`src/rtl/button_auto_repeat_duty_control_defines.svh`:
```
// Assertion macros for the RTL of the button auto-repeat duty control.
`ifndef BUTTON_AUTO_REPEAT_DUTY_CONTROL_DEFINES_SVH
`define BUTTON_AUTO_REPEAT_DUTY_CONTROL_DEFINES_SVH

// Check that cons holds in the same cycle as ante.
`define BARDC_ASSERT_IMPL(label, clk, rst_n, ante, cons) \
  label: assert property (@(posedge clk) disable iff (!(rst_n)) (ante) |-> (cons)) \
    else $error("assertion failed");

// Check that cons holds in the cycle after ante.
`define BARDC_ASSERT_NEXT(label, clk, rst_n, ante, cons) \
  label: assert property (@(posedge clk) disable iff (!(rst_n)) (ante) |=> (cons)) \
    else $error("assertion failed");

`endif

```
`src/rtl/bardc_pkg.sv`:
```
`timescale 1ns / 1ps
`default_nettype none

package bardc_pkg;

  localparam int unsigned DUTY_OUT_W = 8;
  localparam int unsigned MS_W       = 8;
  localparam int unsigned CFG_IDX_W  = 2;

  // Button bit positions in the level and pending vectors.
  localparam int unsigned BTN_ONOFF = 0;
  localparam int unsigned BTN_PLUS  = 1;
  localparam int unsigned BTN_MINUS = 2;
  localparam int unsigned BTN_N     = 3;

  // Configuration register indexes.
  localparam logic [CFG_IDX_W-1:0] REG_DEBOUNCE = 2'd0;
  localparam logic [CFG_IDX_W-1:0] REG_HOLD     = 2'd1;
  localparam logic [CFG_IDX_W-1:0] REG_REPEAT   = 2'd2;

  // Register reset values, in ticks.
  localparam logic [MS_W-1:0] DEBOUNCE_RST = 8'd10;
  localparam logic [MS_W-1:0] HOLD_RST     = 8'd20;
  localparam logic [MS_W-1:0] REPEAT_RST   = 8'd5;

  typedef struct packed {
    logic [DUTY_OUT_W-1:0] duty;
    logic                  drive_enabled;
    logic                  busy_res;
  } result_t;

  typedef struct packed {
    logic out_valid;
    logic skid_full;
  } obuf_status_t;

endpackage

`default_nettype wire

```
`src/rtl/bardc_obuf.sv`:
```
`timescale 1ns / 1ps
`default_nettype none

// Two-deep result buffer: an output register plus a skid register.
module bardc_obuf (
  input  wire                    clk_i,
  input  wire                    rst_ni,
  input  wire                    push_i,
  input  wire bardc_pkg::result_t data_i,
  input  wire                    out_stall_i,
  output bardc_pkg::obuf_status_t status_o,
  output bardc_pkg::result_t     data_o
);
  import bardc_pkg::*;

  logic    main_v_q, main_v_d;
  logic    skid_v_q, skid_v_d;
  result_t main_q, main_d;
  result_t skid_q, skid_d;
  logic    pop;

  assign pop = main_v_q & ~out_stall_i;

  always_comb begin
    main_v_d = main_v_q;
    skid_v_d = skid_v_q;
    main_d   = main_q;
    skid_d   = skid_q;
    if (main_v_q && !pop) begin
      // Output held: park the new word in the skid register.
      if (push_i) begin
        skid_v_d = 1'b1;
        skid_d   = data_i;
      end
    end else if (skid_v_q) begin
      main_v_d = 1'b1;
      main_d   = skid_q;
      skid_v_d = push_i;
      if (push_i) begin
        skid_d = data_i;
      end
    end else begin
      main_v_d = push_i;
      if (push_i) begin
        main_d = data_i;
      end
    end
  end

  always_ff @(posedge clk_i or negedge rst_ni) begin
    if (!rst_ni) begin
      main_v_q <= 1'b0;
      skid_v_q <= 1'b0;
    end else begin
      main_v_q <= main_v_d;
      skid_v_q <= skid_v_d;
    end
  end

  always_ff @(posedge clk_i) begin
    main_q <= main_d;
    skid_q <= skid_d;
  end

  assign status_o.out_valid = main_v_q;
  assign status_o.skid_full = skid_v_q;
  assign data_o             = main_q;

endmodule

`default_nettype wire

```
`src/rtl/button_auto_repeat_duty_control.sv`:
```
// Channel | Direction | Handshake                   | Word
// --------+-----------+-----------------------------+------------------------------------
// in      | input     | in_valid_i / in_stall_o     | onoff_n_i, plus_n_i, minus_n_i
// out     | output    | out_valid_o / out_stall_i   | duty_o, drive_enabled_o, busy_res_o
// cfg     | input     | cfg_valid_i / cfg_ready_o   | cfg_index_i, cfg_data_i
//
// One tick word is taken per clock while not stalled; its result word goes to the output buffer.
// The whole tick update is one pass of logic from the state registers to the result register.
// A two-deep output buffer lets the block take a word while a result waits; in_stall_o rises
// only once both buffer entries are full.
// Reset (rst_ni low, asynchronous) loads the register defaults 10/20/5, duty at mid-scale,
// drive enabled, all buttons released and nothing pending.
// Configuration writes are always ready and take effect for waits started afterwards.
`timescale 1ns / 1ps
`default_nettype none
`include "button_auto_repeat_duty_control_defines.svh"

module button_auto_repeat_duty_control #(
  parameter int unsigned DUTY_BITS = 8
) (
  input  wire                                   clk_i,
  input  wire                                   rst_ni,
  input  wire                                   in_valid_i,
  output logic                                  in_stall_o,
  input  wire                                   onoff_n_i,
  input  wire                                   plus_n_i,
  input  wire                                   minus_n_i,
  output logic                                  out_valid_o,
  input  wire                                   out_stall_i,
  output logic [bardc_pkg::DUTY_OUT_W-1:0]      duty_o,
  output logic                                  drive_enabled_o,
  output logic                                  busy_res_o,
  input  wire                                   cfg_valid_i,
  output logic                                  cfg_ready_o,
  input  wire  [bardc_pkg::CFG_IDX_W-1:0]       cfg_index_i,
  input  wire  [bardc_pkg::MS_W-1:0]            cfg_data_i
);
  import bardc_pkg::*;

  localparam logic [DUTY_BITS-1:0] DUTY_MAX  = '1;
  localparam logic [DUTY_BITS-1:0] DUTY_INIT = {1'b1, {(DUTY_BITS-1){1'b0}}};

  typedef enum logic [1:0] {
    PH_IDLE,
    PH_DEBOUNCE,
    PH_PLUS,
    PH_MINUS
  } phase_e;

  // Configuration registers.
  logic [MS_W-1:0] debounce_q, hold_q, repeat_q;

  // Tick state.
  logic [BTN_N-1:0]     prev_q, prev_d;
  logic [BTN_N-1:0]     pend_q, pend_d;
  phase_e               phase_q, phase_d;
  logic [MS_W-1:0]      wait_q, wait_d;
  logic [DUTY_BITS-1:0] duty_q, duty_d;
  logic                 en_q, en_d;

  logic                 in_acc;
  logic [BTN_N-1:0]     levels;
  logic [BTN_N-1:0]     pend_in;
  logic [MS_W-1:0]      wait_dec;
  logic [MS_W-1:0]      hold_ld;
  logic [MS_W-1:0]      rep_ld;
  logic [DUTY_BITS-1:0] duty_up;
  logic [DUTY_BITS-1:0] duty_dn;
  logic                 do_dispatch;
  logic                 do_minus;
  logic [DUTY_BITS+DUTY_OUT_W-1:0] duty_ext;

  result_t      res;
  result_t      out_word;
  obuf_status_t buf_st;

  assign cfg_ready_o = 1'b1;

  always_ff @(posedge clk_i or negedge rst_ni) begin
    if (!rst_ni) begin
      debounce_q <= DEBOUNCE_RST;
      hold_q     <= HOLD_RST;
      repeat_q   <= REPEAT_RST;
    end else if (cfg_valid_i && cfg_ready_o) begin
      unique case (cfg_index_i)
        REG_DEBOUNCE: debounce_q <= cfg_data_i;
        REG_HOLD:     hold_q     <= cfg_data_i;
        REG_REPEAT:   repeat_q   <= cfg_data_i;
        default:      ; // drop writes to unused indexes
      endcase
    end
  end

  assign in_stall_o = buf_st.skid_full;
  assign in_acc     = in_valid_i & ~in_stall_o;

  assign levels   = {minus_n_i, plus_n_i, onoff_n_i};
  // Latch falling edges before anything else this tick.
  assign pend_in  = pend_q | (prev_q & ~levels);
  assign wait_dec = (wait_q == '0) ? '0 : wait_q - 1'b1;
  // A zero hold or repeat time counts as one tick.
  assign hold_ld  = (hold_q == '0) ? MS_W'(1) : hold_q;
  assign rep_ld   = (repeat_q == '0) ? MS_W'(1) : repeat_q;
  assign duty_up  = (duty_q == DUTY_MAX) ? DUTY_MAX : duty_q + 1'b1;
  assign duty_dn  = (duty_q == '0) ? '0 : duty_q - 1'b1;

  always_comb begin
    prev_d      = levels;
    pend_d      = pend_in;
    phase_d     = phase_q;
    wait_d      = wait_q;
    duty_d      = duty_q;
    en_d        = en_q;
    do_dispatch = 1'b0;
    do_minus    = 1'b0;

    unique case (phase_q)
      PH_IDLE: begin
        if (pend_in != '0) begin
          wait_d = debounce_q;
          if (debounce_q == '0) begin
            do_dispatch = 1'b1;
          end else begin
            phase_d = PH_DEBOUNCE;
          end
        end
      end
      PH_DEBOUNCE: begin
        wait_d = wait_dec;
        if (wait_dec == '0) begin
          do_dispatch = 1'b1;
        end
      end
      PH_PLUS, PH_MINUS: begin
        wait_d = wait_dec;
        if (wait_dec == '0) begin
          if (phase_q == PH_PLUS && !levels[BTN_PLUS]) begin
            // Still held: repeat the step.
            duty_d = duty_up;
            wait_d = rep_ld;
          end else if (phase_q == PH_MINUS && !levels[BTN_MINUS]) begin
            duty_d = duty_dn;
            wait_d = rep_ld;
          end else if (phase_q == PH_PLUS) begin
            // Released: retire plus, then minus may still run this round.
            pend_d[BTN_PLUS] = 1'b0;
            do_minus         = 1'b1;
          end else begin
            pend_d[BTN_MINUS] = 1'b0;
            wait_d            = '0;
            phase_d           = PH_IDLE;
          end
        end
      end
      default: begin
        phase_d = PH_IDLE;
        wait_d  = '0;
      end
    endcase

    // Handle pending presses in order: on/off, plus, minus.
    if (do_dispatch) begin
      if (pend_d[BTN_ONOFF]) begin
        en_d              = ~en_q;
        pend_d[BTN_ONOFF] = 1'b0;
      end
      if (pend_d[BTN_PLUS]) begin
        duty_d  = duty_up;
        wait_d  = hold_ld;
        phase_d = PH_PLUS;
      end else begin
        do_minus = 1'b1;
      end
    end

    if (do_minus) begin
      if (pend_d[BTN_MINUS]) begin
        duty_d  = duty_dn;
        wait_d  = hold_ld;
        phase_d = PH_MINUS;
      end else begin
        wait_d  = '0;
        phase_d = PH_IDLE;
      end
    end
  end

  always_ff @(posedge clk_i or negedge rst_ni) begin
    if (!rst_ni) begin
      prev_q  <= '1;
      pend_q  <= '0;
      phase_q <= PH_IDLE;
      wait_q  <= '0;
      duty_q  <= DUTY_INIT;
      en_q    <= 1'b1;
    end else if (in_acc) begin
      prev_q  <= prev_d;
      pend_q  <= pend_d;
      phase_q <= phase_d;
      wait_q  <= wait_d;
      duty_q  <= duty_d;
      en_q    <= en_d;
    end
  end

  // Report the low eight bits of the duty level, zero-filled for narrow levels.
  assign duty_ext          = {{DUTY_OUT_W{1'b0}}, duty_d};
  assign res.duty          = duty_ext[DUTY_OUT_W-1:0];
  assign res.drive_enabled = en_d;
  assign res.busy_res      = (phase_d != PH_IDLE);

  bardc_obuf u_obuf (
    .clk_i       (clk_i),
    .rst_ni      (rst_ni),
    .push_i      (in_acc),
    .data_i      (res),
    .out_stall_i (out_stall_i),
    .status_o    (buf_st),
    .data_o      (out_word)
  );

  assign out_valid_o     = buf_st.out_valid;
  assign duty_o          = out_word.duty;
  assign drive_enabled_o = out_word.drive_enabled;
  assign busy_res_o      = out_word.busy_res;

  `BARDC_ASSERT_IMPL(a_stall_needs_out, clk_i, rst_ni, in_stall_o, out_valid_o)
  `BARDC_ASSERT_IMPL(a_idle_wait_zero, clk_i, rst_ni, phase_q == PH_IDLE, wait_q == '0)
  `BARDC_ASSERT_IMPL(a_button_wait_live, clk_i, rst_ni,
                     phase_q == PH_PLUS || phase_q == PH_MINUS, wait_q != '0)
  `BARDC_ASSERT_NEXT(a_duty_holds_idle, clk_i, rst_ni, !in_acc, $stable(duty_q))

endmodule

`default_nettype wire
```
`config.mk`:
```
export PLATFORM = sky130hd
export DESIGN_NAME = button_auto_repeat_duty_control
export DESIGN_NICKNAME = d
export VERILOG_FILES = /design/src/rtl/bardc_pkg.sv /design/src/rtl/bardc_obuf.sv /design/src/rtl/button_auto_repeat_duty_control.sv
export VERILOG_INCLUDE_DIRS = /design/src /design/src/rtl
export SDC_FILE = /design/constraint.sdc
export NUM_CORES = 1
export LEC_CHECK = 0
export BUFFER_PORTS_ARGS = -buffer_cell sky130_fd_sc_hd__buf_2
export CORE_MARGIN = 2
export CORE_UTILIZATION = 30
export CTS_BUF_LIST = sky130_fd_sc_hd__clkbuf_8
export CTS_CLUSTER_SIZE = 24
export DETAILED_ROUTE_END_ITERATION = 12
export GPL_TIMING_DRIVEN = 0
export SYNTH_ARGS = -nofsm -noshare
export SYNTH_HDL_FRONTEND = slang
export SYNTH_SLANG_ARGS = --single-unit
export TNS_END_PERCENT = 30
```
`constraint.sdc`:
```
create_clock -name clk_i -period 3.45 [get_ports clk_i]
set_input_delay 0 -clock clk_i [delete_from_list [all_inputs] [get_ports clk_i]]
set_output_delay 0 -clock clk_i [all_outputs]
set_load 0.01 [all_outputs]
```
=== After elaboration in Yosys (flattened, before gate mapping) ===
Index checks and enable logic that the tools add are counted.

* Bits of input ports: 18
* Bits in registers: 71
* Word-level logic and storage cells: 122
* Output and inout port bits: 13

* Mux-type cells: 63
* Bitwise operators: 9
* Add/subtract/negate cells: 3
* Eq/ne operators: 7
* Reduce and logical (&&, ||, !) cells: 23

{| class="wikitable"
|+ Operators by type and width
! cell !! count
|-
| two-way mux 8 bit || 22
|-
| two-way mux 10 bit || 5
|-
| logical NOT 8 bit || 6
|-
| two-way mux 2 bit || 14
|-
| case mux 8 bit (3 select lines) || 1
|-
| two-way mux 1 bit || 19
|-
| subtractor 8 x 1 -> 8 bit, second input constant || 2
|-
| adder 8 x 1 -> 8 bit, second input constant || 1
|-
| == test 8 bit, second input constant || 1
|-
| AND reduction 2 bit || 4
|-
| == test 2 bit, second input constant || 3
|-
| nonzero test 2 bit || 3
|-
| == test 2 x 1 -> 1 bit, second input constant || 2
|-
| logical NOT 2 bit || 2
|-
| inverter 1 bit || 4
|-
| case mux 2 bit (2 select lines) || 1
|-
| AND 3 bit || 1
|-
| logical AND 1 bit || 3
|-
| logical NOT 1 bit || 3
|-
| inverter 3 bit || 1
|-
| bitwise OR 3 bit || 1
|-
| nonzero test 3 bit || 1
|-
| AND 1 bit || 2
|-
| != test 2 x 1 -> 1 bit, second input constant || 1
|-
| 2 further kinds || 2
|}

=== Depth between registers and ports, before layout ===
* Depth in word-level cells: 15
* Gate-level depth with buffers: 12
* Mapped depth without buffers: 9

=== By module ===
From an unflattened synthesis, not the netlist that was laid out.

* Cells, all modules: 445
* Area, all modules: 4498.1 sq um

{| class="wikitable"
|+ Modules (own cells, without submodules)
! module !! cells each !! seq. area each (sq um) !! instances !! area an instance (sq um)
|-
| button_auto_repeat_duty_control || 404 || 1239.9 || 1 || 3639.7
|-
| bardc_obuf || 41 || 650.6 || 1 || 858.3
|}

=== Worst setup path after synthesis ===
OpenSTA, ideal clock, no wires.

* Kind: register to register
* Start point: register wait_q[0]
* End point: register wait_q[7]
* Arrival: 2594 ps
* Buffers on the path: 3
* Slack: 735 ps
* Stages on the path, launching flop included: 13
* Data required time: 3329 ps
* Path through: dfrtp_1 -> inv_1 -> ha_1 -> clkbuf_1 -> nor4b_1 -> a22oi_1 -> o211a_1 -> buf_6 -> o21a_1 -> and2_1 -> buf_2 -> a211o_1 -> a22o_1

* Cells in the longest elaborated chain, start to end: 10
* Elaborated cells on any way between the ends: 21
* Classes of those cells: 1 x add/sub; 18 x mux; 2 x reduce/logical

{| class="wikitable"
|+ Ends and longest elaborated chain
! element !! line !! source
|-
| from (decl) || button_auto_repeat_duty_control.sv:57 || <nowiki>logic [MS_W-1:0] wait_q, wait_d;</nowiki>
|-
| from (signal assigned) || button_auto_repeat_duty_control.sv:200 || <nowiki>wait_q <= wait_d;</nowiki>
|-
| subtractor 8 x 1 -> 8 bit or logical NOT 8 bit (tied branches) || button_auto_repeat_duty_control.sv:100 || <nowiki>assign wait_dec = (wait_q == '0) ? '0 : wait_q - 1'b1;</nowiki>
|-
| two-way mux 8 bit * || button_auto_repeat_duty_control.sv:100 ||
|-
| two-way mux 8 bit || button_auto_repeat_duty_control.sv:144 || <nowiki>end else if (phase_q == PH_PLUS) begin</nowiki>
|-
| two-way mux 8 bit || button_auto_repeat_duty_control.sv:141 || <nowiki>end else if (phase_q == PH_MINUS && !levels[BTN_MINUS]) begin</nowiki>
|-
| two-way mux 8 bit || button_auto_repeat_duty_control.sv:137 || <nowiki>if (phase_q == PH_PLUS && !levels[BTN_PLUS]) begin</nowiki>
|-
| two-way mux 8 bit || button_auto_repeat_duty_control.sv:136 || <nowiki>if (wait_dec == '0) begin</nowiki>
|-
| case mux 8 bit (3 select lines) || button_auto_repeat_duty_control.sv:117 || <nowiki>unique case (phase_q)</nowiki>
|-
| two-way mux 8 bit || button_auto_repeat_duty_control.sv:167 || <nowiki>if (pend_d[BTN_PLUS]) begin</nowiki>
|-
| two-way mux 8 bit || button_auto_repeat_duty_control.sv:162 || <nowiki>if (do_dispatch) begin</nowiki>
|-
| two-way mux 8 bit * || button_auto_repeat_duty_control.sv:176 || <nowiki>if (do_minus) begin</nowiki>
|}

Mark *: on every way between the ends. The rest lies on a longest branch, timed or not.
A chain may end at the register's enable or synchronous reset.

=== Final worst setup path ===
* Start point: register wait_q[1]
* End point: register u_obuf.main_q, in the netlist u_obuf.data_o[6], data pin

* Cells in the longest elaborated chain, start to end: 11
* Elaborated cells on any way between the ends: 20
* Classes of those cells: 1 x add/sub; 17 x mux; 2 x reduce/logical

{| class="wikitable"
|+ Ends and longest elaborated chain
! element !! line !! source
|-
| subtractor 8 x 1 -> 8 bit or logical NOT 8 bit (tied branches) || button_auto_repeat_duty_control.sv:100 ||
|-
| two-way mux 8 bit * || button_auto_repeat_duty_control.sv:100 ||
|-
| logical NOT 8 bit * || button_auto_repeat_duty_control.sv:130, button_auto_repeat_duty_control.sv:136 ||
|-
| two-way mux 8 bit or two-way mux 2 bit (tied branches) || button_auto_repeat_duty_control.sv:136 ||
|-
| two-way mux 8 bit or two-way mux 2 bit (tied branches) || button_auto_repeat_duty_control.sv:117 ||
|-
| two-way mux 8 bit || button_auto_repeat_duty_control.sv:167 ||
|-
| two-way mux 8 bit || button_auto_repeat_duty_control.sv:162 ||
|-
| two-way mux 8 bit || button_auto_repeat_duty_control.sv:177 || <nowiki>if (pend_d[BTN_MINUS]) begin</nowiki>
|-
| two-way mux 8 bit * || button_auto_repeat_duty_control.sv:176 ||
|-
| two-way mux 10 bit * || bardc_obuf.sv:44 || <nowiki>if (push_i) begin</nowiki>
|-
| two-way mux 10 bit * || bardc_obuf.sv:35 || <nowiki>end else if (skid_v_q) begin</nowiki>
|-
| to (signal assigned) || bardc_obuf.sv:61 || <nowiki>main_q <= main_d;</nowiki>
|-
| to (decl) || bardc_obuf.sv:18 || <nowiki>result_t main_q, main_d;</nowiki>
|}

Mark *: on every way between the ends. The rest lies on a longest branch, timed or not. The select of a mux whose other input is x is not followed.

==> impl_metrics.toml <==
[sta]
rsz0062_at_grt = "no"
drv_slew = 0
hold_slack_ns = 0.0641
tightestPinTransition_ns = 1.25
period_needed_ns = 3.26
setup_violations = 0
finClkSkew_ns = 0.0125
final_hold_viol_count = 0
fmax_mhz = 307
worst_slack_ns = 0.193
maxSlewHeadroom_pct = 16.4
fin_crit_sh_pct = 94.4

[global_route]
grt_max_degree = 52
grt_pass1_wl_um = 20500
grt-ovfl-total = 0
grt_usage_pct = 16.4
antenna_found_initial = 0
first_global_vias = 3850

[route]
avgRoutedWirePerCell_um = 17.6
dr.pass1.iters = 5
dr_total_vias = 3923
via_per_inst = 5.53
drt_iter0_markers = 311
drt_wl_total_um = 12500
detail-route-antenna-nets = 0
drc_errors = 0

[floorplanning]
ioPinCount = 31
die_h_um = 125
fp.dieW_um = 125
num_rows = 44
dieArea_mm2 = 0.0156
coreArea_mm2 = 0.0144
initial_core_util_pct = 30.4

[yosys]
yosys_register_bits = 71
yosys.area_share.simple_pct = 21.3
synthFlopType = "dfrtp_1"
synth_adder_area_share_pct = 1.43
synth_top_family_by_area = "simple AND/OR/NAND/NOR gates"
yosysSeqAreaShare_pct = 43.2
syn-instance-count = 467
async_flop_share_pct = 71.8
synthMuxAreaShare_pct = 7.41
syn-cell-area_mm2 = 0.00437
synth-compound-area-share_pct = 20.1
ys_warn_count = 0
synthesis.nets = 490
synthXorXnorAreaFrac_pct = 2.40
synth_edf_count = 20
syn_area_per_cell_um2 = 9.36
netlist-cell-type-count = 71

[clock_tree]
cts_setup_buffers = 0
clk_latency_ns = 0.36
cts_max_path_buffers = 2
cts_tree = "built"
cts_max_level = 3
clkTransAtPathRegs_ns = 0.08
cts_buffers = 9
root_buffer = "clkbuf_8"
cts.sinks = 71

[worst_setup_path]
crit_arrival_ns = 3.36
end_kind = "flop"
path_buf_inv = 2
critPathSlowestCell = "dfrtp_1"
path_class = "reg -> reg"
crit_chain = "inv_1 > ha_1 > nor4b_1 > a22oi_1 > o211ai_1 > buf_2 > a21oi_1 > o21ai_1 > o2bb2ai_1 > o31ai_1"
path_max_fanout = 10
cp.required_ns = 3.56
worstSetupStartpointType = "flop"
critPathLaunch = "wait_q[1]"
rr_startpoint = "wait_q[1]"
critical_path.top_delay_family = "compound AO/OA/AOI/OAI gates"
crit_path_max_incr_delay_ns = 0.48

[cells_and_area]
layout-drive-gt1-share_pct = 20.4
multi_input_area_mm2 = 0.00232
fillers = 1447
area_growth_syn_to_layout_pct = 17.0
diodes = 0
nets = 543
ff_latch_area_mm2 = 0.00189
final_area_mm2 = 0.00512
fin_util_pct = 35.6

[pwr]
design_power_total_w = 0.00377
powerDensity_mw_per_mm2 = 737
total_leakage_power_nw = 1.94
max-vdd-ir-drop_uv = 306

[placement]
dp_hpwl_um = 9210
dpl_cell_area_mm2 = 0.00475
portBuffers = 29
routabilityCongestion = 0.976
dp_slack_ns = -0.0680

[min_path]
hold_class = "in -> reg"
hp-start = "minus_n_i"

[job]
maxCapViolCount = 0

[status]
status = "finished, final reports clean"
-- worst paths after layout --
| check | slack (ns) | depth (start not counted) | to |
|---|---|---|---|
| hold / removal | 0.06 | 3 | prev_q[2] |
| setup / recovery | 0.19 | 10 | u_obuf.data_o[6] |
| hold reg to reg | 0.46 | 2 | prev_q[0] |
| setup reg to reg | 0.19 | 10 | u_obuf.data_o[6] |
| min in group asynchronous | 0.43 | 2 | repeat_q[6] |
| max in group asynchronous | 2.21 | 2 | wait_q[0] |
-- where the power goes --
part           total (W)  internal (W)  switching, W
clock network   0.000744      0.000409      0.000334
logic            0.00174      0.000682       0.00106
registers        0.00129       0.00111      0.000175
-- Yosys cell counts, types with 4 or more instances --
library cell,number,share of area (%)
nand3_1,9,1.0
nor4_1,12,1.7
a21oi_1,25,2.9
a211oi_1,5,0.86
nor2_1,50,4.3
nand2_1,51,4.4
nor3_1,19,2.2
inv_1,14,1.2
and2_1,4,0.57
nand4_1,4,0.57
nor2b_1,4,0.57
o21ai_0,13,1.5
edfxtp_1,20,14
o31ai_1,8,1.4
a31oi_1,17,2.4
dfstp_2,11,6.6
mux2_2,27,7.0
dfrtp_1,40,23
o22ai_1,4,0.57
ha_1,5,1.4
xnor2_1,9,1.8
a22oi_1,5,0.86
o2bb2ai_1,4,0.80
nand3b_1,4,0.69
clkbuf_1,21,1.8
-- tightest hold or removal path, delay by kind of cell --
family,cells,cell delay (ns)
AO/OA/AOI/OAI,1,0.11
buffers and inverters,2,0.31
-- logic make-up after synthesis --
family,Yosys count
buf+inv,41
fa+ha+maj,5
flops,71
mux,29
xor+xnor,12
simple gates,185
compound gates,123
other cells,1
-- final cells by class --
cell class | instances | share of cell area, %
multi-input cells | 355 | 45.3
inverters | 14 | 1.03
clock buffers | 9 | 2.42
well taps | 184 | 4.50
clock inverters | 7 | 1.86
flip-flops and latches | 71 | 37.0
repair buffers | 43 | 5.58
plain buffers | 26 | 2.35
-- metal layers --
| metal | wire (um) | global-route usage (%) | vias to the layer above | part of all wire (%) |
|---|---|---|---|---|
| li1 | - | - | 1855 | - |
| met1 | 5500 | 22.0 | 1871 | 44 |
| met2 | 5660 | 25.4 | 171 | 45 |
| met3 | 1000 | 4.04 | 26 | 8.0 |
| met4 | 314 | 6.81 | 0 | 2.5 |
| met5 | 0 | 0 | - | 0 |
-- cells in the final DEF, fill, tap and decap left out, types with 5 or more instances in the layout --
cell           instances
nand2_1               50
a31oi_1               16
dlygate4sd3_1         14
ha_1                   5
mux2_2                27
nand3_1                9
inv_1                 14
nor2_1                49
o21ai_0               12
a21oi_1               25
a211oi_1               5
clkbuf_1              20
nor3_1                19
buf_2                 32
a22oi_1                5
nor4_1                12
edfxtp_1              20
dfstp_2               11
clkbuf_8               9
xnor2_1                9
o31ai_1                8
dfrtp_1               39
-- through the flow --
step	cells	TNS, ns
detailed placement	680	-0.0680
finish	709	0
CTS	710	0
global route	709	0
global placement	680	-0.00507
floorplan	467	0
-- registers in the layout (all words and copies together) (netlist names) --
| name | count |
|---|---|
| u_obuf.skid_q | 10 |
| debounce_q | 8 |
| phase_q | 2 |
| en_q | 1 |
| u_obuf.main_v_q | 1 |
| pend_q | 3 |
| u_obuf.data_o | 10 |
| wait_q | 8 |
| duty_q | 8 |
| prev_q | 3 |
| u_obuf.skid_v_q | 1 |
| hold_q | 8 |
| repeat_q | 8 |
-- timing repair --
| action | 4_1_cts | 5_1_grt |
|---|---|---|
| hold buffers | 14 | 0 |
| resized for setup | 1 | 4 |
| endpoints found under the hold margin | 69 | 0 |
| setup endpoints to repair | 1 | 20 |
| pin swaps | 0 | 1 |
Note: power is estimated with default switching activity, not from simulation.
